**config.mk**
```make
export PLATFORM = sky130hd
export DESIGN_NAME = cvg_cfg
export DESIGN_NICKNAME = d
export VERILOG_FILES = /design/src/rtl/cvg_pkg.sv /design/src/rtl/cvg_cfg.sv
export SDC_FILE = /design/constraint.sdc
export NUM_CORES = 2
export LEC_CHECK = 0
export ABC_AREA = 1
export BUFFER_PORTS_ARGS = -buffer_cell sky130_fd_sc_hd__clkbuf_2
export CORE_UTILIZATION = 55
export DETAILED_ROUTE_END_ITERATION = 16
export GPL_ROUTABILITY_DRIVEN = 1
export GPL_TIMING_DRIVEN = 0
export PLACE_DENSITY = 0.81
export SLEW_MARGIN = 10
export SYNTH_ARGS = -nofsm -noshare
export SYNTH_HDL_FRONTEND = slang
export SYNTH_SLANG_ARGS = --single-unit
```
**constraint.sdc**
```tcl
create_clock -name clk -period 11.2 [get_ports clk]
set_clock_uncertainty 0.1 [all_clocks]
set_input_delay 1.12 -clock clk [delete_from_list [all_inputs] [get_ports clk]]
set_output_delay 1.12 -clock clk [all_outputs]
set_load 0.005 [all_outputs]
```
**src/rtl/cvg_pkg.sv**
```systemverilog
// cvg_pkg: shared types, constants and the quarter-wave sine table builder
// for the cone vertex generator. No dependencies.
`timescale 1ns / 1ps
`default_nettype none

package cvg_pkg;

  // Quarter-wave table resolution, a power of two.
  localparam int ANGLE_TABLE_DEPTH = 1024;
  localparam int ANG_AW  = $clog2(ANGLE_TABLE_DEPTH);   // index within a quadrant
  localparam int TAB_AW  = ANG_AW + 1;                  // 0..DEPTH inclusive
  localparam int FULL_W  = ANG_AW + 2;                  // phase over a full turn
  localparam int SINE_W  = 15;                          // 0..16384

  localparam int ONE_Q14 = 16384;
  localparam int ONE_Q16 = 65536;
  localparam longint unsigned HALF_PI_Q30 = 64'd1686629713;

  // Pipelined divider geometry: one quotient bit per stage.
  localparam int DIV_NUM_W = 46;
  localparam int DIV_DEN_W = 32;
  localparam int DIV_Q_W   = 17;
  localparam int DIV_LAT   = DIV_Q_W;

  localparam int QUEUE_DEPTH = 4;
  localparam int QUEUE_AW    = $clog2(QUEUE_DEPTH);

  typedef enum logic [2:0] {
    SEC_SIDE       = 3'd0,
    SEC_TOP_CENTER = 3'd1,
    SEC_TOP_RIM    = 3'd2,
    SEC_BOT_CENTER = 3'd3,
    SEC_BOT_RIM    = 3'd4
  } section_t;

  typedef enum logic [2:0] {
    REG_TOP_RADIUS    = 3'd0,
    REG_BOTTOM_RADIUS = 3'd1,
    REG_CONE_LENGTH   = 3'd2,
    REG_RING_COUNT    = 3'd3,
    REG_SLICE_COUNT   = 3'd4
  } reg_index_t;

  // Configuration as seen by the datapath, with the derived normal length.
  typedef struct packed {
    logic [15:0] top_radius;
    logic [15:0] bottom_radius;
    logic [15:0] cone_length;
    logic [7:0]  ring_count;
    logic [7:0]  slice_count;
    logic [31:0] norm_len;      // floor(sqrt((L*L + D*D) << 28))
    logic        busy;          // norm_len being recomputed
  } cfg_t;

  // Classified request item.
  typedef struct packed {
    section_t   sec;
    logic [7:0] ring;
    logic [7:0] slice;
    logic       bad;
  } req_t;

  // Sine table, Q1.14, entry i = sin(i/DEPTH * pi/2), 13-term Taylor series in Q30.
  function automatic logic [ANGLE_TABLE_DEPTH:0][SINE_W-1:0] build_sine();
    logic [ANGLE_TABLE_DEPTH:0][SINE_W-1:0] tab;
    logic [63:0] x;
    logic [63:0] x2;
    logic [63:0] term;
    longint sum;
    longint v;
    for (int i = 0; i <= ANGLE_TABLE_DEPTH; i++) begin
      x    = (HALF_PI_Q30 * 64'(i) + 64'(ANGLE_TABLE_DEPTH / 2)) / 64'(ANGLE_TABLE_DEPTH);
      x2   = (x * x) >> 30;
      term = x;
      sum  = longint'(x);
      for (int k = 1; k <= 12; k++) begin
        term = ((term * x2) >> 30) / 64'((2 * k) * (2 * k + 1));
        if (k % 2 == 1) sum = sum - longint'(term);
        else            sum = sum + longint'(term);
      end
      if (sum < 0) sum = 0;
      v = (sum + 32768) >>> 16;
      if (v > ONE_Q14) v = ONE_Q14;
      tab[i] = SINE_W'(v);
    end
    return tab;
  endfunction

endpackage

`default_nettype wire

```
**src/rtl/cvg_cfg.sv**
```systemverilog
// cvg_cfg: configuration registers and the iterative square root of the
// side normal length. Depends on cvg_pkg.
`timescale 1ns / 1ps
`default_nettype none

module cvg_cfg (
  input  wire logic        clk,
  input  wire logic        rst,
  input  wire logic        write_enable,
  input  wire logic [2:0]  write_index,
  input  wire logic [15:0] write_data,
  output cvg_pkg::cfg_t    cfg
);
  import cvg_pkg::*;

  typedef enum logic [1:0] {ST_IDLE, ST_SQUARE, ST_LOAD, ST_ROOT} state_t;

  state_t      state;
  logic [15:0] top_radius;
  logic [15:0] bottom_radius;
  logic [15:0] cone_length;
  logic [7:0]  ring_count;
  logic [7:0]  slice_count;
  logic [31:0] norm_len;
  logic [31:0] sq_len;
  logic [31:0] sq_diff;
  logic [63:0] rad;
  logic [63:0] root;
  logic [63:0] bitv;

  logic [16:0] diff;
  logic [15:0] diff_mag;
  logic [63:0] trial;
  logic        take;
  logic [63:0] root_next;
  logic [32:0] sq_sum;

  assign diff      = {1'b0, bottom_radius} - {1'b0, top_radius};
  assign diff_mag  = diff[16] ? 16'(17'd0 - diff) : diff[15:0];
  assign trial     = root + bitv;
  assign take      = rad >= trial;
  assign root_next = take ? ((root >> 1) + bitv) : (root >> 1);
  assign sq_sum    = {1'b0, sq_len} + {1'b0, sq_diff};

  always_ff @(posedge clk) begin
    if (rst) begin
      state         <= ST_SQUARE;
      top_radius    <= 16'd0;
      bottom_radius <= 16'd256;
      cone_length   <= 16'd256;
      ring_count    <= 8'd16;
      slice_count   <= 8'd16;
    end else if (write_enable) begin
      // any write restarts the root, even one to an unused index
      state <= ST_SQUARE;
      unique case (write_index)
        REG_TOP_RADIUS:    top_radius    <= write_data;
        REG_BOTTOM_RADIUS: bottom_radius <= write_data;
        REG_CONE_LENGTH:   cone_length   <= write_data;
        REG_RING_COUNT:    ring_count    <= write_data[7:0];
        REG_SLICE_COUNT:   slice_count   <= write_data[7:0];
        default: ;
      endcase
    end else begin
      unique case (state)
        ST_SQUARE: begin
          sq_len  <= 32'(cone_length) * 32'(cone_length);
          sq_diff <= 32'(diff_mag) * 32'(diff_mag);
          state   <= ST_LOAD;
        end
        ST_LOAD: begin
          rad   <= 64'(sq_sum) << 28;
          root  <= 64'd0;
          bitv  <= 64'd1 << 62;
          state <= ST_ROOT;
        end
        ST_ROOT: begin
          if (take) rad <= rad - trial;
          root <= root_next;
          bitv <= bitv >> 2;
          if (bitv[0]) begin
            norm_len <= root_next[31:0];
            state    <= ST_IDLE;
          end
        end
        default: ;
      endcase
    end
  end

  assign cfg.top_radius    = top_radius;
  assign cfg.bottom_radius = bottom_radius;
  assign cfg.cone_length   = cone_length;
  assign cfg.ring_count    = ring_count;
  assign cfg.slice_count   = slice_count;
  assign cfg.norm_len      = norm_len;
  assign cfg.busy          = (state != ST_IDLE);

endmodule

`default_nettype wire

```
==> results.sh <==
export IMPL_crit_path_end_kind="register"
export IMPL_met1_usage=0.3888
export IMPL_rsz0062_at_grt="no"
export IMPL_ys_types=64
export IMPL_grt_max_degree=33
export IMPL_yosysWarnings=0
export IMPL_cts_tree="yes"
export IMPL_cts_root_buf="clkbuf_16"
export IMPL_async_flop_share=0
export IMPL_ant_nets=0
export IMPL_ys_flop_type="edfxtp_1"
export IMPL_pin_count=119
export IMPL_core_rowCount=98
export IMPL_gp_congestion=1.022
export IMPL_synth_area_leader_cell="edfxtp_1"
export IMPL_outcome="finished, final reports clean"
export IMPL_post_cts_resized=0
export IMPL_htree_levels=2
export IMPL_insertion_delay_ns=0.57
export IMPL_core_um2=71610
export IMPL_synth_edf_count=254
export IMPL_initial_utilization=0.5560
export IMPL_clock_path_buffers=3
export IMPL_hold_buffers=0
export IMPL_cts_setup_buffers=0
export IMPL_grt_usage=0.3189
export IMPL_grt_pass1_vias=36250
export IMPL_synth_area_leaders="edfxtp_1 19%, fa_1 16%, ha_1 12%, inv_1 10%, nand2_1 9.4%"
export IMPL_hpwl_um=96900
export IMPL_r2r_start="top_radius[0]$_SDFFE_PP0P_"
export IMPL_clk_pin_slew_worst_paths_ns=0.06
export IMPL_ff2ff_setup_slack_ns=2.67
export IMPL_ys_seq_area_frac=0.2247
export IMPL_io_buffers=118
export IMPL_worst_hold_slack_ns=0.3712
export IMPL_r2r_end="sq_diff[28]$_DFFE_PP_"
export IMPL_grt_pass1_wl_um=185800
export IMPL_die_x_um=271.1
export IMPL_met2_usage=0.5582
export IMPL_synthTopCellsByCount="1075 x inv_1, 1001 x nand2_1, 611 x nor2_1"
export IMPL_overflow=0
export IMPL_drt_iter0_markers=3144
export IMPL_worstHoldPathCells=2
export IMPL_slowest_stage="xor2_1"
export IMPL_required_ns=11.41
export IMPL_syn_inst=5296
export IMPL_synth_nets=6018
export IMPL_first_pass_iters=8
export IMPL_busiest_layer="met2"
export IMPL_post_route_min_period_ns=8.527
export IMPL_drv_slew=0
export IMPL_critPathKind="register to register"
export IMPL_netlist_area_um2=39820
export IMPL_drive_gt1_frac=0.06280
export IMPL_cpPeakStageDelay_ns=0.62
export IMPL_yosysTopAreaCellShare=0.1916
export IMPL_arrival_ns=8.73
export IMPL_setup_viol=0
export IMPL_min_to="slice_count[4]$_SDFFE_PP1P_"
export IMPL_ys_ff_latch=320
export IMPL_drc=0
export IMPL_cts_sinks=320
export IMPL_period_share=0.7613
export IMPL_hp_start="slice_count[4]$_SDFFE_PP1P_"
export IMPL_fillers=6416
export IMPL_maxCapViolCount=0
export IMPL_finalSetupTns_ns=0
export IMPL_relSlewSlack=0.2896
export IMPL_dieHeight_um=271.1
export IMPL_die_area_um2=73470
export IMPL_antenna_found_initial=2
export IMPL_worst_pin_slew_ns=1.066
export IMPL_ff2ff_path_depth=35
export IMPL_crit_path_start_kind="register"
export IMPL_crit_fanout=10
export IMPL_final_net_count=6187
export IMPL_met3_usage=0.03950
export IMPL_synth_most_common_cell="inv_1"
export IMPL_hold_violations=0
export IMPL_viasPerCell=5.580
export IMPL_vias=35960
export IMPL_max_freq_ghz=0.1173
export IMPL_min_delay_path_class="register to register"
export IMPL_area_growth_pct=8.230
export IMPL_antenna_cells=0
export IMPL_avgRoutedWirePerCell_um=18.15
export IMPL_avgSynthCellArea_um2=7.518
export IMPL_wirelength_um=117000
export IMPL_cts_buffers=38
-- cells by family (layout without fill, tap and decap cells) --
kind of cell    after synthesis  in the layout  share of synthesized area
flops                       320            320                     0.2247
compound gates              940            940                     0.1305
simple gates               1967           1967                     0.2049
buf+inv                    1182           1380                     0.1139
fa+ha+maj                   700            700                     0.2818
xor+xnor                    187            187                    0.04415
-- through the flow --
| stage | cells | util | setup slack [ns] | cell area (um^2) |
|---|---|---|---|---|
| after floorplan | 5296 | - | 2.072 | 39820 |
| after global placement | 6364 | 0.5809 | -1.997 | 41600 |
| after detailed placement | 6375 | 0.5837 | 2.778 | 41800 |
| after CTS | 6444 | 0.6018 | 2.755 | 43090 |
| after global routing | 6444 | 0.6018 | 2.166 | 43090 |
| final | 6444 | 0.6018 | 2.673 | 43090 |
-- area by class of cell --
cell class / instances / area, um^2 / share of cell area
plain buffers: 84 / 410.4 / 0.009523
repair buffers: 129 / 767.0 / 0.01780
well taps: 950 / 1189 / 0.02758
multi-input cells: 3794 / 26360 / 0.6117
flip-flops and latches: 320 / 8949 / 0.2077
clock inverters: 22 / 267.8 / 0.006213
inverters: 1098 / 4124 / 0.09570
clock buffers: 47 / 1026 / 0.02381
-- placed cells by master, fill, tap and decap left out, types with 7 or more instances in the layout --
cell type | Yosys | layout
xor2_1 | 100 | 100
clkbuf_16 | 0 | 39
nor4_1 | 16 | 16
a221oi_1 | 14 | 14
a31oi_1 | 29 | 29
fa_1 | 328 | 328
nor2_2 | 16 | 16
o21ai_1 | 24 | 24
dfxtp_1 | 66 | 66
inv_1 | 1075 | 1075
a21o_1 | 30 | 30
nand2_1 | 1001 | 1001
xnor2_1 | 71 | 71
nand3b_1 | 15 | 15
nand2_2 | 37 | 37
clkbuf_1 | 59 | 65
o21bai_1 | 34 | 34
o21ai_0 | 354 | 354
or2_2 | 11 | 11
clkinv_2 | 0 | 7
clkbuf_2 | 0 | 118
buf_6 | 11 | 12
inv_2 | 20 | 20
o211ai_1 | 14 | 14
nand4_1 | 31 | 31
xor2_2 | 16 | 16
nor2_1 | 611 | 608
buf_2 | 7 | 7
a21boi_0 | 8 | 8
ha_1 | 372 | 372
o22ai_1 | 7 | 7
edfxtp_1 | 254 | 254
a21oi_1 | 370 | 370
nand3_1 | 144 | 144
nor3_1 | 49 | 48
o21a_1 | 16 | 16
nor2_4 | 7 | 10
-- worst max path at each step --
stage | startpoint | end | slack (ns)
detailed placement | top_radius[0]$_SDFFE_PP0P_ | sq_diff[28]$_DFFE_PP_ | 2.78
global placement | write_enable | rad[59]$_DFFE_PP_ | -2.00
finish | top_radius[0]$_SDFFE_PP0P_ | sq_diff[28]$_DFFE_PP_ | 2.67
global route | top_radius[0]$_SDFFE_PP0P_ | sq_diff[28]$_DFFE_PP_ | 2.17
floorplan | write_enable | rad[0]$_SDFFCE_PN0P_ | 2.07
CTS | top_radius[0]$_SDFFE_PP0P_ | sq_diff[28]$_DFFE_PP_ | 2.75
-- registers in the layout, summed over array words and instances, names as in the netlist --
register	count
bitv	32
bottom_radius	16
cone_length	16
norm_len	32
rad	64
ring_count	8
root	64
slice_count	8
sq_diff	31
sq_len	31
state	2
top_radius	16
-- routing by layer --
| metal | share of wire | vias up |
|---|---|---|
| li1 | - | 17240 |
| met1 | 0.40 | 16870 |
| met2 | 0.48 | 1508 |
| met3 | 0.070 | 335 |
| met4 | 0.051 | 2 |
| met5 | 0.000085 | - |
-- worst max-delay path, delay by kind of cell (launching register included) --
family	cells	cell delay (ns)
compound gates	6	1.18
fa+ha+maj	9	4.03
buf+inv	7	0.54
xor+xnor	2	0.77
flops	1	0.40
simple gates	11	1.25
Power is left out: the tool's default activity adds up to more than one toggle a clock period on the data nets, which glitch-free logic cannot reach.
