<file path="src/rtl/cvg_pkg.sv">
// cvg_pkg: shared types, constants and the quarter-wave sine table builder
// for the cone vertex generator. No dependencies.
`timescale 1ns / 1ps
`default_nettype none

package cvg_pkg;

  // Quarter-wave table resolution, a power of two.
  localparam int ANGLE_TABLE_DEPTH = 1024;
  localparam int ANG_AW  = $clog2(ANGLE_TABLE_DEPTH);   // index within a quadrant
  localparam int TAB_AW  = ANG_AW + 1;                  // 0..DEPTH inclusive
  localparam int FULL_W  = ANG_AW + 2;                  // phase over a full turn
  localparam int SINE_W  = 15;                          // 0..16384

  localparam int ONE_Q14 = 16384;
  localparam int ONE_Q16 = 65536;
  localparam longint unsigned HALF_PI_Q30 = 64'd1686629713;

  // Pipelined divider geometry: one quotient bit per stage.
  localparam int DIV_NUM_W = 46;
  localparam int DIV_DEN_W = 32;
  localparam int DIV_Q_W   = 17;
  localparam int DIV_LAT   = DIV_Q_W;

  localparam int QUEUE_DEPTH = 4;
  localparam int QUEUE_AW    = $clog2(QUEUE_DEPTH);

  typedef enum logic [2:0] {
    SEC_SIDE       = 3'd0,
    SEC_TOP_CENTER = 3'd1,
    SEC_TOP_RIM    = 3'd2,
    SEC_BOT_CENTER = 3'd3,
    SEC_BOT_RIM    = 3'd4
  } section_t;

  typedef enum logic [2:0] {
    REG_TOP_RADIUS    = 3'd0,
    REG_BOTTOM_RADIUS = 3'd1,
    REG_CONE_LENGTH   = 3'd2,
    REG_RING_COUNT    = 3'd3,
    REG_SLICE_COUNT   = 3'd4
  } reg_index_t;

  // Configuration as seen by the datapath, with the derived normal length.
  typedef struct packed {
    logic [15:0] top_radius;
    logic [15:0] bottom_radius;
    logic [15:0] cone_length;
    logic [7:0]  ring_count;
    logic [7:0]  slice_count;
    logic [31:0] norm_len;      // floor(sqrt((L*L + D*D) << 28))
    logic        busy;          // norm_len being recomputed
  } cfg_t;

  // Classified request item.
  typedef struct packed {
    section_t   sec;
    logic [7:0] ring;
    logic [7:0] slice;
    logic       bad;
  } req_t;

  // Sine table, Q1.14, entry i = sin(i/DEPTH * pi/2), 13-term Taylor series in Q30.
  function automatic logic [ANGLE_TABLE_DEPTH:0][SINE_W-1:0] build_sine();
    logic [ANGLE_TABLE_DEPTH:0][SINE_W-1:0] tab;
    logic [63:0] x;
    logic [63:0] x2;
    logic [63:0] term;
    longint sum;
    longint v;
    for (int i = 0; i <= ANGLE_TABLE_DEPTH; i++) begin
      x    = (HALF_PI_Q30 * 64'(i) + 64'(ANGLE_TABLE_DEPTH / 2)) / 64'(ANGLE_TABLE_DEPTH);
      x2   = (x * x) >> 30;
      term = x;
      sum  = longint'(x);
      for (int k = 1; k <= 12; k++) begin
        term = ((term * x2) >> 30) / 64'((2 * k) * (2 * k + 1));
        if (k % 2 == 1) sum = sum - longint'(term);
        else            sum = sum + longint'(term);
      end
      if (sum < 0) sum = 0;
      v = (sum + 32768) >>> 16;
      if (v > ONE_Q14) v = ONE_Q14;
      tab[i] = SINE_W'(v);
    end
    return tab;
  endfunction

endpackage

`default_nettype wire

</file>
<file path="src/rtl/cvg_queue.sv">
// cvg_queue: short FIFO of classified items between front and back.
// Depends on cvg_pkg.
`timescale 1ns / 1ps
`default_nettype none

module cvg_queue (
  input  wire logic     clk,
  input  wire logic     rst,
  input  cvg_pkg::req_t push_data,
  input  wire logic     push_valid,
  output logic          push_ready,
  output cvg_pkg::req_t head,
  output logic          head_valid,
  input  wire logic     pop
);
  import cvg_pkg::*;

  req_t                mem [QUEUE_DEPTH];
  logic [QUEUE_AW-1:0] wr_ptr;
  logic [QUEUE_AW-1:0] rd_ptr;
  logic [QUEUE_AW:0]   count;
  logic                push;
  logic                pull;

  assign push_ready = (count != (QUEUE_AW+1)'(QUEUE_DEPTH));
  assign head_valid = (count != '0);
  assign head       = mem[rd_ptr];
  assign push       = push_valid && push_ready;
  assign pull       = pop && head_valid;

  always_ff @(posedge clk) begin
    if (rst) begin
      wr_ptr <= '0;
      rd_ptr <= '0;
      count  <= '0;
    end else begin
      if (push) wr_ptr <= wr_ptr + 1'b1;
      if (pull) rd_ptr <= rd_ptr + 1'b1;
      if (push && !pull)      count <= count + 1'b1;
      else if (pull && !push) count <= count - 1'b1;
    end
  end

  always_ff @(posedge clk) begin
    if (push) mem[wr_ptr] <= push_data;
  end

endmodule

`default_nettype wire

</file>
<file path="config.mk">
export PLATFORM = sky130hd
export DESIGN_NAME = cvg_queue
export DESIGN_NICKNAME = d
export VERILOG_FILES = /design/src/rtl/cvg_pkg.sv /design/src/rtl/cvg_queue.sv
export SDC_FILE = /design/constraint.sdc
export NUM_CORES = 1
export LEC_CHECK = 0
export ABC_AREA = 0
export BUFFER_PORTS_ARGS = -buffer_cell sky130_fd_sc_hd__buf_2
export CORE_MARGIN = 3
export CORE_UTILIZATION = 45
export CTS_CLUSTER_DIAMETER = 40
export DETAILED_ROUTE_END_ITERATION = 16
export PLACE_DENSITY = 0.71
export SETUP_SLACK_MARGIN = 0.3
export SLEW_MARGIN = 20
export SYNTH_ARGS = -nofsm -noshare
export SYNTH_HDL_FRONTEND = slang
export SYNTH_SLANG_ARGS = --single-unit
</file>
<file path="constraint.sdc">
create_clock -name clk -period 4.5 [get_ports clk]
set_input_delay 0.225 -clock clk [delete_from_list [all_inputs] [get_ports clk]]
set_output_delay 0.225 -clock clk [all_outputs]
set_load 0.1 [all_outputs]
</file>
==> run metrics, run 1 <==
Slew @ Worst Pin 1070 ps; critical path class flop to output pin; wl on met1 2.16 mm; clock sink count 89; syn_area_per_cell 22.2 um2; run status finished clean; EDFF count, synth 80; die area 8560 um2; vias in the first global route 1700; Reg clk slew, reported paths 90 ps; clk_lat worst skew 340 ps; synthesis-to-finish area growth 15.3%; crit path capture type output pin; hold slack 91.8 ps; syn_nets 182; total number of vias 1552; postcts setup bufs 0; Mapped Cells 152; #FFs+latches synth 89; worst-path maximum fanout 20; max-cap violations 0; max layer used met4; synth warn 0; GPL Wtd Cong 0.674; final core occ 55.4%; NumNets Final 234; Tcrit/Tclk final 51.5%; CTS tree built; setup_tns 0 ps; grt ovf 0; post-synth top area cell edfxtp_1; post-route ant nets 0; antenna violations before repair 0; first-pass GRT wire length 8.62 mm; unrepaired setup endpoints after global routing false; GRT Total Usage 13.5%; Max Freq 0.432 GHz; port bufs 45; Critical Path RT 4280 ps; Arr. time, crit path 2090 ps; Post-CTS Hold Buffers 0; Final Setup Violations 0; sequential area share after synthesis 76.6%; post-synth top area share 71.3%; FFs w/ async S/R, synth 0%; commonest non-fill, non-tap cells in the layout 80 x edfxtp_1, 45 x buf_2, 20 x mux4_2; WP buf/inv 1; number of diodes 0; commonest non-fill, non-tap cell in the layout edfxtp_1; width of the die 92.5 um; Die Y 92.5 um; Pre-Repair DR Iteration Count 4; Most used DFF post-synth edfxtp_1; clock skew 9.92 ps; slowest CP cell dfxtp_1; hold violation total from the final report 0; Synth Cell Area 3370 um2; # fillers 546; met3 routed WL 198 um; hpwl dp 3.28 mm; Core Footprint 7020 um2; Total Routed Length 5.24 mm; Hold Path Class primary input to flop; Clock Tree Buf Depth 2; Largest delay share family, worst path flip-flops; largest net degree at the start of global routing 21; Initial Util 48.0%; cts bufs inserted 9; Iteration-0 DRC Markers 105; WL met2 2.81 mm; # IOs 46; Max H-tree Level 3; Setup crit start kind flop; fraction of layout cells with a size suffix above 1 41.6%; Crit path largest cell delay 940 ps; drc violations 0; PostCTS Resize Cnt 0; Avg WL per Cell 17.2 um; minimum clock period 2320 ps; Max transition margin 28.9%; clk root buf clkbuf_8; Area contributors post-synth edfxtp_1 71%, mux4_2 13%, dfxtp_1 5.3%; Slew Limit Fails 0; Std-Cell Rows 30; Netlist cell types 24; vias per cell 5.09; crit-path cells mux4_2 -> buf_2
-- path summary, 6_finish.rpt --
| check | slack (ps) | cells past startpoint | to | startpoint |
|---|---|---|---|---|
| worst min register to register | 540 | 2 | wr_ptr[1] | wr_ptr[1] |
| worst min-delay path | 90 | 1 | mem[3][6] | push_data[6] |
| worst max-delay path | 2180 | 2 | head[3] | flop |
| worst max register to register | 2360 | 8 | count[2] | count[0] |
-- Yosys cell counts (2+ instances only) --
cell / count
edfxtp_1: 80
mux4_2: 20
dfxtp_1: 9
nor2_1: 7
ha_1: 5
and2_1: 4
xor2_1: 4
inv_1: 3
buf_2: 2
buf_6: 2
mux2i_1: 2
nand2b_1: 2
-- cells by family (layout without fill, tap and decap cells) --
| group | Yosys count | after routing | synth area share (%) |
|---|---|---|---|
| AND/OR/NAND/NOR | 17 | 17 | 2.60 |
| XOR/XNOR | 4 | 4 | 1.04 |
| multiplexers | 23 | 23 | 14.4 |
| adder cells (fa/ha/maj) | 6 | 6 | 2.45 |
| buffers and inverters | 8 | 65 | 1.41 |
| AO/OA/AOI/OAI | 5 | 5 | 1.48 |
| flip-flops | 89 | 89 | 76.6 |
-- cell type report --
class,count,area [um2],share of cell area [%]
Multi-Input combinational cell,55,741,19.1
Clock inverter,7,76.3,1.96
Tap cell,96,120,3.09
Inverter,3,11.3,0.290
Timing Repair Buffer,46,233,5.99
Sequential cell,89,2580,66.4
Clock buffer,9,124,3.19
-- per-layer routing --
layer / vias up / track usage (%)
li1: 716 / -
met1: 799 / 16.3
met2: 30 / 23.3
met3: 7 / 2.76
met4: 0 / 5.94
met5: - / 0
-- registers in the layout, summed over array words and instances (netlist names), named ones only --
name,flops
count,3
mem,80
rd_ptr,2
wr_ptr,2
-- through the flow --
step | instance area (um2) | std cells | setup slack, ps
CTS | 3890 | 305 | 2110
finish | 3890 | 305 | 2180
floorplan | 3370 | 152 | 2510
global placement | 3690 | 289 | 2420
detailed placement | 3690 | 289 | 2380
global route | 3890 | 305 | 2050
Power of run 1 is left out: the tool's default activity adds up to more than one toggle a clock period on the data nets, which glitch-free logic cannot reach.
==> run 2, diff against run 1 <==
- clock period: 4.5 -> 2.2 ns (I/O delays scaled with it)
==> run metrics, run 2 (synthesis results as in run 1) <==
run status finished clean; CTS tree built; vias per cell 4.89 (-3.8%); NumNets Final 270 (+15%); Pre-Repair DR Iteration Count 4 (unchanged); Setup crit start kind flop; unrepaired setup endpoints after global routing true; crit path capture type flop; Hold Crit Depth 2 (+1); clk_lat worst skew 340 ps (about the same); max-cap violations 0 (unchanged); Logic pwr share 45.8%; die area 8560 um2 (unchanged); WHS Endpoint count[2]; Std-Cell Rows 30 (unchanged); clk root buf clkbuf_8; Worst R2R End count[2]; R2R cell count 7 (-1); Max transition margin 67.4% (+39 points); synthesis-to-finish area growth 26.6%; commonest non-fill, non-tap cells in the layout 80 x edfxtp_1, 31 x buf_4, 27 x buf_2; grt ovf 0 (unchanged); cts bufs inserted 9 (unchanged); Critical Path RT 2460 ps (-1820 ps); sequential share of power 37.4%; Slew @ Worst Pin 493 ps (-574 ps); hold violation total from the final report 0 (unchanged); leakage power 1.51 nW; antenna violations before repair 0 (unchanged); Total Routed Length 5.33 mm (+1.8%); Avg WL per Cell 15.6 um (-8.9%); Tcrit/Tclk final 89.3%; Top reg by flops mem; pre-CTS setup slack 189 ps (-2190 ps); Final Setup Violations 0 (unchanged); clock sink count 89 (unchanged); cell count after placement 300 (+3.8%); # fillers 504 (-7.7%); fraction of layout cells with a size suffix above 1 43.7% (+2.0 points); number of flip-flops in the largest register 80 (unchanged); Clock Tree Buf Depth 2 (unchanged); Reg clk slew, reported paths 80 ps (about the same); Core Footprint 7020 um2 (unchanged); number of diodes 0 (unchanged); width of the die 92.5 um (unchanged); first-pass GRT wire length 8.70 mm (+0.95%); Slew Limit Fails 0 (unchanged); Initial Util 48.0% (unchanged); GPL Wtd Cong 0.694 (+3.1%); setup_tns 0 ps (unchanged); total number of vias 1669 (+7.5%); Non-Filler Instances 341 (+12%); reg-to-reg slack, setup 230 ps (-2130 ps); vias in the first global route 1722 (+1.3%); clock skew 10.6 ps (+0.724 ps); hpwl dp 3.41 mm (+3.7%); largest net degree at the start of global routing 21 (unchanged); pwr/cell area 1360 nW/um2; Hold Path Class primary input to flop; top flop regs mem (80), count (3); commonest non-fill, non-tap cell in the layout edfxtp_1; hold slack 52.4 ps (-39.4 ps); Clock power frac 16.8%; hold_sp rst; Peak VDD IR 850 uV; Iteration-0 DRC Markers 96 (-8.6%); Arr. time, crit path 2230 ps (+140 ps); Die Y 92.5 um (unchanged); NetSw 2.55 mW; GRT Total Usage 13.8% (+0.28 points); minimum clock period 1970 ps; Max Freq 0.509 GHz; port bufs 45 (unchanged); # IOs 46 (unchanged); FF-to-FF Start count[2]; post-route ant nets 0 (unchanged); Net Sw Frac 44.1%; drc violations 0 (unchanged); Pint 3.23 mW; Worst Slack Setup Final 235 ps (-1950 ps); worst-path maximum fanout 4 (-80%); Max H-tree Level 3 (unchanged); critical path class flop to flop
run 2: how the worst max path moves through the flow:
stage	depth (start not counted)	to	start
global placement	7	count[2]	count[1]
floorplan	7	count[2]	count[1]
finish	7	count[2]	count[2]
detailed placement	7	count[2]	count[1]
CTS	7	count[2]	count[2]
global route	7	count[2]	count[2]
run 2: area by class of cell:
type                       instances  area, um2  area share (%)
clock inverter                     6       50.0            1.17
clock buffer                      10        128            2.99
tap                               96        120            2.81
inverter                           3       11.3           0.264
sequential                        89       2590            60.8
timing repair buffer              82        609            14.3
multi-input combinational         55        756            17.7
run 2: timing repair:
action,4_1_cts,5_1_grt
pin swaps,3,1
buffers inserted,3,2
hold endpoints to repair,80,0
resized for setup,17,15
setup endpoints to repair,13,19
hold buffers,20,0
run 2: worst max-delay path, cell delays in order (launching register included):
cell	delay (ps)
dfxtp_4	370
o31ai_4	270
ha_2	220
inv_1	50
fa_1	370
xor2_1	160
or3_1	330
a21oi_2	130
run 2: per-layer routing:
layer / share of wire [%] / wire, um / global-route usage, %
met1: 41 / 2210 / 16.4
met2: 53 / 2850 / 23.7
met3: 3.7 / 198 / 3.98
met4: 1.4 / 76 / 5.20
met5: 0 / 0 / 0
run 2: power by group through the flow:
stage          clock network [mW]  registers (mW)  logic, mW
3_5_place_dp                    0            2.19       2.47
3_3_place_gp                    0            2.18       2.46
6_report                    0.972            2.17       2.65
5_1_grt                      1.09            2.19       2.77
2_1_floorplan                   0            2.17       2.12
4_1_cts                      1.02            2.16       2.61
run 2: metrics by stage:
step	area, um2	utilization (%)	total power, mW
finish	4270	60.8	5.79
global placement	3770	53.7	4.64
CTS	4220	60.1	5.78
global route	4270	60.8	6.04
floorplan	3370	-	4.29
detailed placement	3770	53.7	4.66
No activity file was read; power rests on OpenSTA's default activity.
