$ cat config.mk
export PLATFORM = sky130hd
export DESIGN_NAME = cvg_front_flat
export DESIGN_NICKNAME = d
export VERILOG_FILES = /design/src/rtl/cvg_pkg.sv /design/src/rtl/cvg_req_if.sv /design/src/rtl/cvg_front.sv /design/src/flat_wrapper.sv
export SDC_FILE = /design/constraint.sdc
export NUM_CORES = 1
export LEC_CHECK = 0
export BUFFER_PORTS_ARGS = -buffer_cell sky130_fd_sc_hd__buf_2
export CORE_MARGIN = 2
export CORE_UTILIZATION = 31
export DETAILED_ROUTE_END_ITERATION = 8
export PLACE_DENSITY = 0.88
export RECOVER_POWER = 100
export SYNTH_ARGS = -nofsm -noshare
export SYNTH_HDL_FRONTEND = slang
export SYNTH_SLANG_ARGS = --single-unit
$ cat constraint.sdc
create_clock -name clk -period 1.7 [get_ports clk]
set_clock_uncertainty 0.1 [all_clocks]
set_input_delay 0.17 -clock clk [delete_from_list [all_inputs] [get_ports clk]]
set_output_delay 0.17 -clock clk [all_outputs]
set_load 0.005 [all_outputs]
$ cat src/rtl/cvg_pkg.sv
// cvg_pkg: shared types, constants and the quarter-wave sine table builder
// for the cone vertex generator. No dependencies.
`timescale 1ns / 1ps
`default_nettype none

package cvg_pkg;

  // Quarter-wave table resolution, a power of two.
  localparam int ANGLE_TABLE_DEPTH = 1024;
  localparam int ANG_AW  = $clog2(ANGLE_TABLE_DEPTH);   // index within a quadrant
  localparam int TAB_AW  = ANG_AW + 1;                  // 0..DEPTH inclusive
  localparam int FULL_W  = ANG_AW + 2;                  // phase over a full turn
  localparam int SINE_W  = 15;                          // 0..16384

  localparam int ONE_Q14 = 16384;
  localparam int ONE_Q16 = 65536;
  localparam longint unsigned HALF_PI_Q30 = 64'd1686629713;

  // Pipelined divider geometry: one quotient bit per stage.
  localparam int DIV_NUM_W = 46;
  localparam int DIV_DEN_W = 32;
  localparam int DIV_Q_W   = 17;
  localparam int DIV_LAT   = DIV_Q_W;

  localparam int QUEUE_DEPTH = 4;
  localparam int QUEUE_AW    = $clog2(QUEUE_DEPTH);

  typedef enum logic [2:0] {
    SEC_SIDE       = 3'd0,
    SEC_TOP_CENTER = 3'd1,
    SEC_TOP_RIM    = 3'd2,
    SEC_BOT_CENTER = 3'd3,
    SEC_BOT_RIM    = 3'd4
  } section_t;

  typedef enum logic [2:0] {
    REG_TOP_RADIUS    = 3'd0,
    REG_BOTTOM_RADIUS = 3'd1,
    REG_CONE_LENGTH   = 3'd2,
    REG_RING_COUNT    = 3'd3,
    REG_SLICE_COUNT   = 3'd4
  } reg_index_t;

  // Configuration as seen by the datapath, with the derived normal length.
  typedef struct packed {
    logic [15:0] top_radius;
    logic [15:0] bottom_radius;
    logic [15:0] cone_length;
    logic [7:0]  ring_count;
    logic [7:0]  slice_count;
    logic [31:0] norm_len;      // floor(sqrt((L*L + D*D) << 28))
    logic        busy;          // norm_len being recomputed
  } cfg_t;

  // Classified request item.
  typedef struct packed {
    section_t   sec;
    logic [7:0] ring;
    logic [7:0] slice;
    logic       bad;
  } req_t;

  // Sine table, Q1.14, entry i = sin(i/DEPTH * pi/2), 13-term Taylor series in Q30.
  function automatic logic [ANGLE_TABLE_DEPTH:0][SINE_W-1:0] build_sine();
    logic [ANGLE_TABLE_DEPTH:0][SINE_W-1:0] tab;
    logic [63:0] x;
    logic [63:0] x2;
    logic [63:0] term;
    longint sum;
    longint v;
    for (int i = 0; i <= ANGLE_TABLE_DEPTH; i++) begin
      x    = (HALF_PI_Q30 * 64'(i) + 64'(ANGLE_TABLE_DEPTH / 2)) / 64'(ANGLE_TABLE_DEPTH);
      x2   = (x * x) >> 30;
      term = x;
      sum  = longint'(x);
      for (int k = 1; k <= 12; k++) begin
        term = ((term * x2) >> 30) / 64'((2 * k) * (2 * k + 1));
        if (k % 2 == 1) sum = sum - longint'(term);
        else            sum = sum + longint'(term);
      end
      if (sum < 0) sum = 0;
      v = (sum + 32768) >>> 16;
      if (v > ONE_Q14) v = ONE_Q14;
      tab[i] = SINE_W'(v);
    end
    return tab;
  endfunction

endpackage

`default_nettype wire

$ cat src/rtl/cvg_req_if.sv
// cvg_req_if: request channel (section, ring, slice) with valid/ready.
// No dependencies.
`timescale 1ns / 1ps
`default_nettype none

interface cvg_req_if;
  logic       valid;
  logic       ready;
  logic [2:0] section;
  logic [7:0] ring;
  logic [7:0] slice;

  modport source (output valid, section, ring, slice, input ready);
  modport sink   (input valid, section, ring, slice, output ready);
endinterface

`default_nettype wire

$ cat src/rtl/cvg_front.sv
// cvg_front: accepts requests and classifies them (section, range check).
// Depends on cvg_pkg and cvg_req_if.
`timescale 1ns / 1ps
`default_nettype none

module cvg_front (
  input  wire logic    clk,
  input  wire logic    rst,
  input  cvg_pkg::cfg_t cfg,
  cvg_req_if.sink      req,
  output cvg_pkg::req_t item,
  output logic         item_valid,
  input  wire logic    item_ready
);
  import cvg_pkg::*;

  logic take;
  logic slice_bad;
  logic ring_bad;
  logic bad;

  assign req.ready = !cfg.busy && (!item_valid || item_ready);
  assign take      = req.valid && req.ready;

  assign slice_bad = (cfg.slice_count == 8'd0) || (req.slice > cfg.slice_count);
  assign ring_bad  = (cfg.ring_count < 8'd2) || (req.ring >= cfg.ring_count);

  always_comb begin
    unique case (req.section)
      SEC_SIDE:                       bad = slice_bad || ring_bad;
      SEC_TOP_RIM, SEC_BOT_RIM:       bad = slice_bad;
      SEC_TOP_CENTER, SEC_BOT_CENTER: bad = 1'b0;
      default:                        bad = 1'b1;
    endcase
  end

  always_ff @(posedge clk) begin
    if (rst) begin
      item_valid <= 1'b0;
    end else if (take) begin
      item_valid <= 1'b1;
    end else if (item_ready) begin
      item_valid <= 1'b0;
    end
  end

  always_ff @(posedge clk) begin
    if (take) begin
      item.sec   <= section_t'(req.section);
      item.ring  <= req.ring;
      item.slice <= req.slice;
      item.bad   <= bad;
    end
  end

endmodule

`default_nettype wire

$ cat src/flat_wrapper.sv
// flat-port wrapper written by rule: the top's interface ports become plain ports
module cvg_front_flat import cvg_pkg::*;
  (clk, rst, cfg, item, item_valid, item_ready, req_valid, req_section, req_ring, req_slice, req_ready);
  cvg_req_if req_i ();
  input  wire logic clk;
  input  wire logic rst;
  input  cvg_pkg::cfg_t cfg;
  output cvg_pkg::req_t item;
  output logic item_valid;
  input  wire logic item_ready;
  input wire logic [$bits(req_i.valid)-1:0] req_valid;
  input wire logic [$bits(req_i.section)-1:0] req_section;
  input wire logic [$bits(req_i.ring)-1:0] req_ring;
  input wire logic [$bits(req_i.slice)-1:0] req_slice;
  output wire logic [$bits(req_i.ready)-1:0] req_ready;
  assign req_i.valid = req_valid;
  assign req_i.section = req_section;
  assign req_i.ring = req_ring;
  assign req_i.slice = req_slice;
  assign req_ready = req_i.ready;
  cvg_front u_core (.clk(clk), .rst(rst), .cfg(cfg), .req(req_i), .item(item), .item_valid(item_valid), .item_ready(item_ready));
endmodule
==> results of run 1 <==
cell usage in the layout (no fill, tap or decap), types with 2 or more instances in the layout:
cell type       n
buf_2          35
clkbuf_1       22
edfxtp_1       20
dlygate4sd3_1  19
inv_1          17
ha_1           13
nand2_1         4
a21oi_1         4
clkbuf_4        4
nor2b_1         3
nand4_1         3
o21ai_1         3
nor2_1          3
ha_4            3
nor4_1          2
o21ai_0         2
nand3_1         2
tightest hold or removal path, delay by kind of cell:
family,cells,cell delay [ps]
AND/OR/NAND/NOR,1,70
AO/OA/AOI/OAI,1,70
buffers and inverters,1,100
final cells by class:
| cell class | instances | area, um^2 | share of cell area, % |
|---|---|---|---|
| clock buffers | 3 | 22.5 | 1.34 |
| clock inverters | 1 | 5.00 | 0.297 |
| inverters | 17 | 63.8 | 3.79 |
| multi-input cells | 52 | 455 | 27.0 |
| flip-flops and latches | 21 | 621 | 36.8 |
| well taps | 46 | 57.6 | 3.41 |
| repair buffers | 78 | 460 | 27.3 |
worst max path at each step:
| stage | start | to | slack (ps) | depth (start not counted) |
|---|---|---|---|---|
| after floorplan | u_core.item_valid | u_core.item[0] | 170 | 4 |
| after detailed placement | cfg[47] | u_core.item[0] | -20 | 8 |
| after CTS | req_slice[6] | u_core.item[0] | 20 | 7 |
| after global placement | cfg[47] | u_core.item[0] | -60 | 8 |
| final | req_slice[6] | u_core.item[0] | 100 | 7 |
| after global routing | u_core.item_valid | u_core.item[16] | 20 | 5 |
state kept, by name, indices dropped and copies added, names as in the netlist:
| name | count |
|---|---|
| u_core.item | 20 |
| u_core.item_valid | 1 |
layer usage:
metal  up-vias  share of wire, %
met2        41                50
met5         -                 0
met1       425                43
met3         2               6.9
met4         0              0.50
li1        495                 -
power by group:
group          total (W)  leakage [nW]  internal [W]  switching [W]
registers       0.000598         0.195      0.000593     0.00000487
clock network   0.000223        0.0177     0.0000874       0.000135
logic           0.000220         0.543      0.000117       0.000102
through the flow:
| stage | instances | util [%] |
|---|---|---|
| floorplan | 90 | - |
| global placement | 198 | 44.0 |
| detailed placement | 198 | 44.0 |
| CTS | 221 | 50.5 |
| global route | 218 | 50.1 |
| finish | 218 | 50.1 |
cells by family after synthesis:
kind of cell	synth area share (%)
AOI/OAI and AO/OA	9.45
DFF	56.5
and+or+nand+nor	10.0
buffers and inverters	5.81
adders and majority gates	18.2
repair_timing:
item	in CTS	in global routing
hold buffers	19	0
endpoints found under the hold margin	19	0
gates resized for setup	0	7
setup endpoints to repair	0	1
==> impl_metrics.py, run 1 <==
metrics = {
    "clock_network": {
        "path_clk_slew_ps": 110,
        "post_cts_buffers": 0,
        "clockBufferDepth": 2,
        "cts_sinks": 21,
        "cts_tree": "built",
        "htreeDepth": 1,
        "insertion_delay_ps": 290,
        "cts_inserted_buffers": 3,
        "cts-root-buf": "clkbuf_4",
    },
    "logic_synthesis": {
        "post-synth-top-area-cell": "edfxtp_1",
        "async_flop_share_pct": 0,
        "yosysMostFrequentCell": "edfxtp_1",
        "synthesis.nets": 226,
        "synth_area_leaders": "edfxtp_1, ha_1, inv_1, a21oi_1, o21ai_0",
        "synth-edff-count": 20,
        "ys_seq_elements": 21,
        "ys_seq_area_share_pct": 56.5,
        "synth_common_cells": "edfxtp_1, inv_1, ha_1, a21oi_1, o21ai_0",
        "syn_inst": 90,
        "synth.avg_cell_area_um2": 12.2,
        "ys.flop_type": "edfxtp_1",
        "synth_cell_types": 21,
        "synthesis.area_um2": 1100,
        "synth_top_area_share_pct": 54.7,
        "synth_warnings": 0,
    },
    "layout": {
        "n_fill_cell": 332,
        "final_cell_area_um2": 1690,
        "diodes": 0,
        "area_growth_pct": 53.4,
        "layout-drive-gt1-share_pct": 27.3,
        "fin_nets": 309,
    },
    "setup_path": {
        "ff2ff_path_depth": 5,
        "critPathKind": "in2reg",
        "path_cells": "dlygate4sd3_1 -> ha_4 -> nand4_1 -> nor2b_1 -> o21ai_1 -> a31o_2 -> nand3_1",
        "start_kind": "input port",
        "critPathArrivalTime_ps": 1680,
        "r2r_start": "u_core.item_valid",
        "r2r_slack_ps": 150,
        "r2r_end": "u_core.item[13]",
        "max_stage_delay_ps": 600,
        "path_max_fanout": 2,
        "crit_buf_inv": 1,
        "critPathRequiredTime_ps": 1770,
        "end_kind": "flop",
        "path_delay_family": "buffers and inverters",
        "cp_slowest_cell": "dlygate4sd3_1",
    },
    "routing": {
        "ant_nets": 0,
        "post_drt_wl_per_cell_um": 11.1,
        "wl_um": 2420,
        "drtPass1Iterations": 4,
        "drc": 0,
        "drt_iter0_markers": 33,
        "routed-via-count": 963,
        "viasPerCell": 4.42,
    },
    "floorplanning": {
        "die_w_um": 63.5,
        "die_height_um": 63.5,
        "fp.coreArea_um2": 3360,
        "design.die.area_um2": 4040,
        "ios": 142,
        "start_util_pct": 32.7,
        "rows": 21,
    },
    "timing": {
        "hold_viol": 0,
        "rsz0062_at_grt": "no",
        "setup_ws_ps": 97.0,
        "timing.fmax_ghz": 0.624,
        "tns_ps": 0,
        "period_share_pct": 94.3,
        "max-slew-margin-rel_pct": 83.8,
        "hold_ws_ps": 40.2,
        "finalMaxSlewViolations": 0,
        "period_needed_ps": 1600,
        "worstMarginPinSlew_ps": 241,
        "setup_violations": 0,
    },
    "hold_path": {
        "min_from": "req_valid",
        "hold_path.class": "in2reg",
        "whs_endpoint": "u_core.item_valid",
        "hold_depth": 3,
    },
    "grt": {
        "antenna_found_initial": 0,
        "grt_pass1_wl_um": 3820,
        "grt_usage_pct": 12.2,
        "gr-usage-met1_pct": 13.7,
        "grt_use_met2_pct": 22.2,
        "grt-ovfl-total": 0,
        "grt_max_degree": 17,
        "globalRouteMet3Util_pct": 4.29,
        "grt_busiest_layer": "met2",
        "grt_pass1_vias": 922,
    },
    "placed_design": {
        "dp_hpwl_um": 1840,
        "numPortBuffers": 61,
        "placedInstanceArea_um2": 1480,
        "gp_congestion": 0.774,
        "pre_cts_ws_ps": -21.8,
    },
    "pwr": {
        "ir_drop_mv": 0.476,
        "pwr_density_cell_nw_per_um2": 617,
        "leakage_nw": 0.756,
        "total_power_w": 0.00104,
    },
    "outcome": {
        "status": "completed",
    },
    "job": {
        "drv_cap": 0,
    },
}
Power figures use the tool's default switching activity.
==> inputs of run 2 (changes only) <==
- BUFFER_PORTS_ARGS: -buffer_cell sky130_fd_sc_hd__buf_2 -> -buffer_cell sky130_fd_sc_hd__clkbuf_2
- SETUP_SLACK_MARGIN: unset -> 0.2
- clock period: 1.7 -> 1.8 ns (I/O delays scaled with it)
==> run 2 against run 1 <==
Compared with the run above: die area unchanged; utilization decreased by 0.37 points; clock power down 5%; critical path type is now reg2reg; critical endpoint is now u_core.item[14]; largest power group unchanged.
==> impl_metrics.py, run 2 (synthesis gave the netlist of run 1 again) <==
metrics = {
    "setup_path": {
        "r2r_start": "u_core.item_valid",
        "start_kind": "flop",
        "end_kind": "flop",
        "critPathRequiredTime_ps": 1710,
        "r2r_end": "u_core.item[14]",
        "critPathKind": "reg2reg",
        "r2r_slack_ps": 340,
        "critPathArrivalTime_ps": 1370,
        "path_max_fanout": 16,
        "ff2ff_path_depth": 5,
    },
    "clock_network": {
        "clockBufferDepth": 2,
        "insertion_delay_ps": 300,
        "htreeDepth": 1,
        "cts_inserted_buffers": 3,
        "path_clk_slew_ps": 110,
        "cts_tree": "built",
        "post_cts_buffers": 0,
        "cts-root-buf": "clkbuf_4",
        "cts_sinks": 21,
    },
    "routing": {
        "post_drt_wl_per_cell_um": 11.0,
        "drtPass1Iterations": 4,
        "drt_iter0_markers": 32,
        "wl_um": 2440,
        "ant_nets": 0,
        "routed-via-count": 986,
        "drc": 0,
        "viasPerCell": 4.44,
    },
    "timing": {
        "hold_viol": 0,
        "period_share_pct": 80.9,
        "rsz0062_at_grt": "no",
        "max-slew-margin-rel_pct": 83.0,
        "timing.fmax_ghz": 0.687,
        "worstMarginPinSlew_ps": 252,
        "hold_ws_ps": 27.9,
        "setup_violations": 0,
        "finalMaxSlewViolations": 0,
        "period_needed_ps": 1460,
        "tns_ps": 0,
    },
    "pwr": {
        "pwr_density_cell_nw_per_um2": 587,
        "leakage_nw": 0.763,
        "total_power_w": 0.000981,
        "ir_drop_mv": 0.409,
    },
    "grt": {
        "grt_max_degree": 17,
        "grt_usage_pct": 12.7,
        "grt_pass1_vias": 974,
        "grt-ovfl-total": 0,
        "antenna_found_initial": 0,
        "grt_pass1_wl_um": 3960,
    },
    "layout": {
        "mostFrequentLayoutCells": "clkbuf_2, clkbuf_1, dlygate4sd3_1, edfxtp_1, inv_1",
        "n_fill_cell": 337,
        "diodes": 0,
        "largest_register_ffs": 20,
        "layout-drive-gt1-share_pct": 22.2,
        "post-route-util_pct": 49.7,
        "top_regs": "u_core.item: 20 flops, u_core.item_valid: 1 flops",
        "fin_nets": 313,
        "area_growth_pct": 52.3,
        "multi_input_area_um2": 414,
        "final_common_cell": "clkbuf_2",
        "top_register": "u_core.item",
        "regArea_um2": 621,
    },
    "floorplanning": {
        "start_util_pct": 32.7,
        "die_height_um": 63.5,
        "design.die.area_um2": 4040,
        "ios": 142,
        "fp.coreArea_um2": 3360,
        "rows": 21,
        "die_w_um": 63.5,
    },
    "placed_design": {
        "dp_hpwl_um": 1820,
        "numPortBuffers": 61,
        "gp_congestion": 0.769,
    },
    "hold_path": {
        "min_from": "req_valid",
        "hold_path.class": "in2reg",
        "hold_depth": 3,
        "whs_endpoint": "u_core.item_valid",
    },
    "job": {
        "drv_cap": 0,
    },
    "outcome": {
        "status": "completed",
    },
}
==> run 2: how the worst max path moves through the flow <==
stage                                 start  slack, ps               to
after floorplan                     cfg[47]        260   u_core.item[0]
after global placement              cfg[47]         40   u_core.item[0]
final                     u_core.item_valid        340  u_core.item[14]
after global routing      u_core.item_valid        200  u_core.item[19]
after CTS                 u_core.item_valid        340  u_core.item[13]
after detailed placement            cfg[47]         60   u_core.item[0]
==> run 2: through the flow <==
step / std cells / setup WS [ps] / cell area [um^2]
after detailed placement: 198 / 64.0 / 1480
after floorplan: 90 / 262 / 1100
after global placement: 198 / 44.7 / 1480
after CTS: 222 / 339 / 1710
after global routing: 222 / 198 / 1670
final: 222 / 344 / 1670
==> run 2: repair_timing <==
item                                   in CTS  in global routing
setup endpoints to repair                   0                 12
hold buffers                               20                  0
resized for setup                           0                  1
endpoints found under the hold margin      20                  0
==> run 2: per-layer routing <==
layer	GRT usage (%)	routed length, um	vias up
met4	4.08	34	0
met2	22.8	1210	43
met3	4.29	180	4
met1	14.0	1010	436
met5	0	0	-
li1	-	-	503
==> run 2: critical path: stages (launching register included) <==
cell	delay [ps]
dfxtp_1	330
nand2b_1	80
nor2b_1	170
nand2_1	90
inv_1	200
buf_12	190
==> run 2: final cells by class <==
cell class	count	share of cell area (%)
Tap cell	46	3.44
Clock buffer	3	1.35
Multi-Input combinational cell	52	24.8
Sequential cell	21	37.1
Clock inverter	1	0.299
Timing Repair Buffer	82	29.2
Inverter	17	3.81
==> run 2: power breakdown <==
part | leakage, nW | switching [W] | internal [W]
logic | 0.550 | 0.0000942 | 0.000109
clock network | 0.0177 | 0.000130 | 0.0000826
registers | 0.195 | 0.00000558 | 0.000560
total | 0.763 | 0.000230 | 0.000752
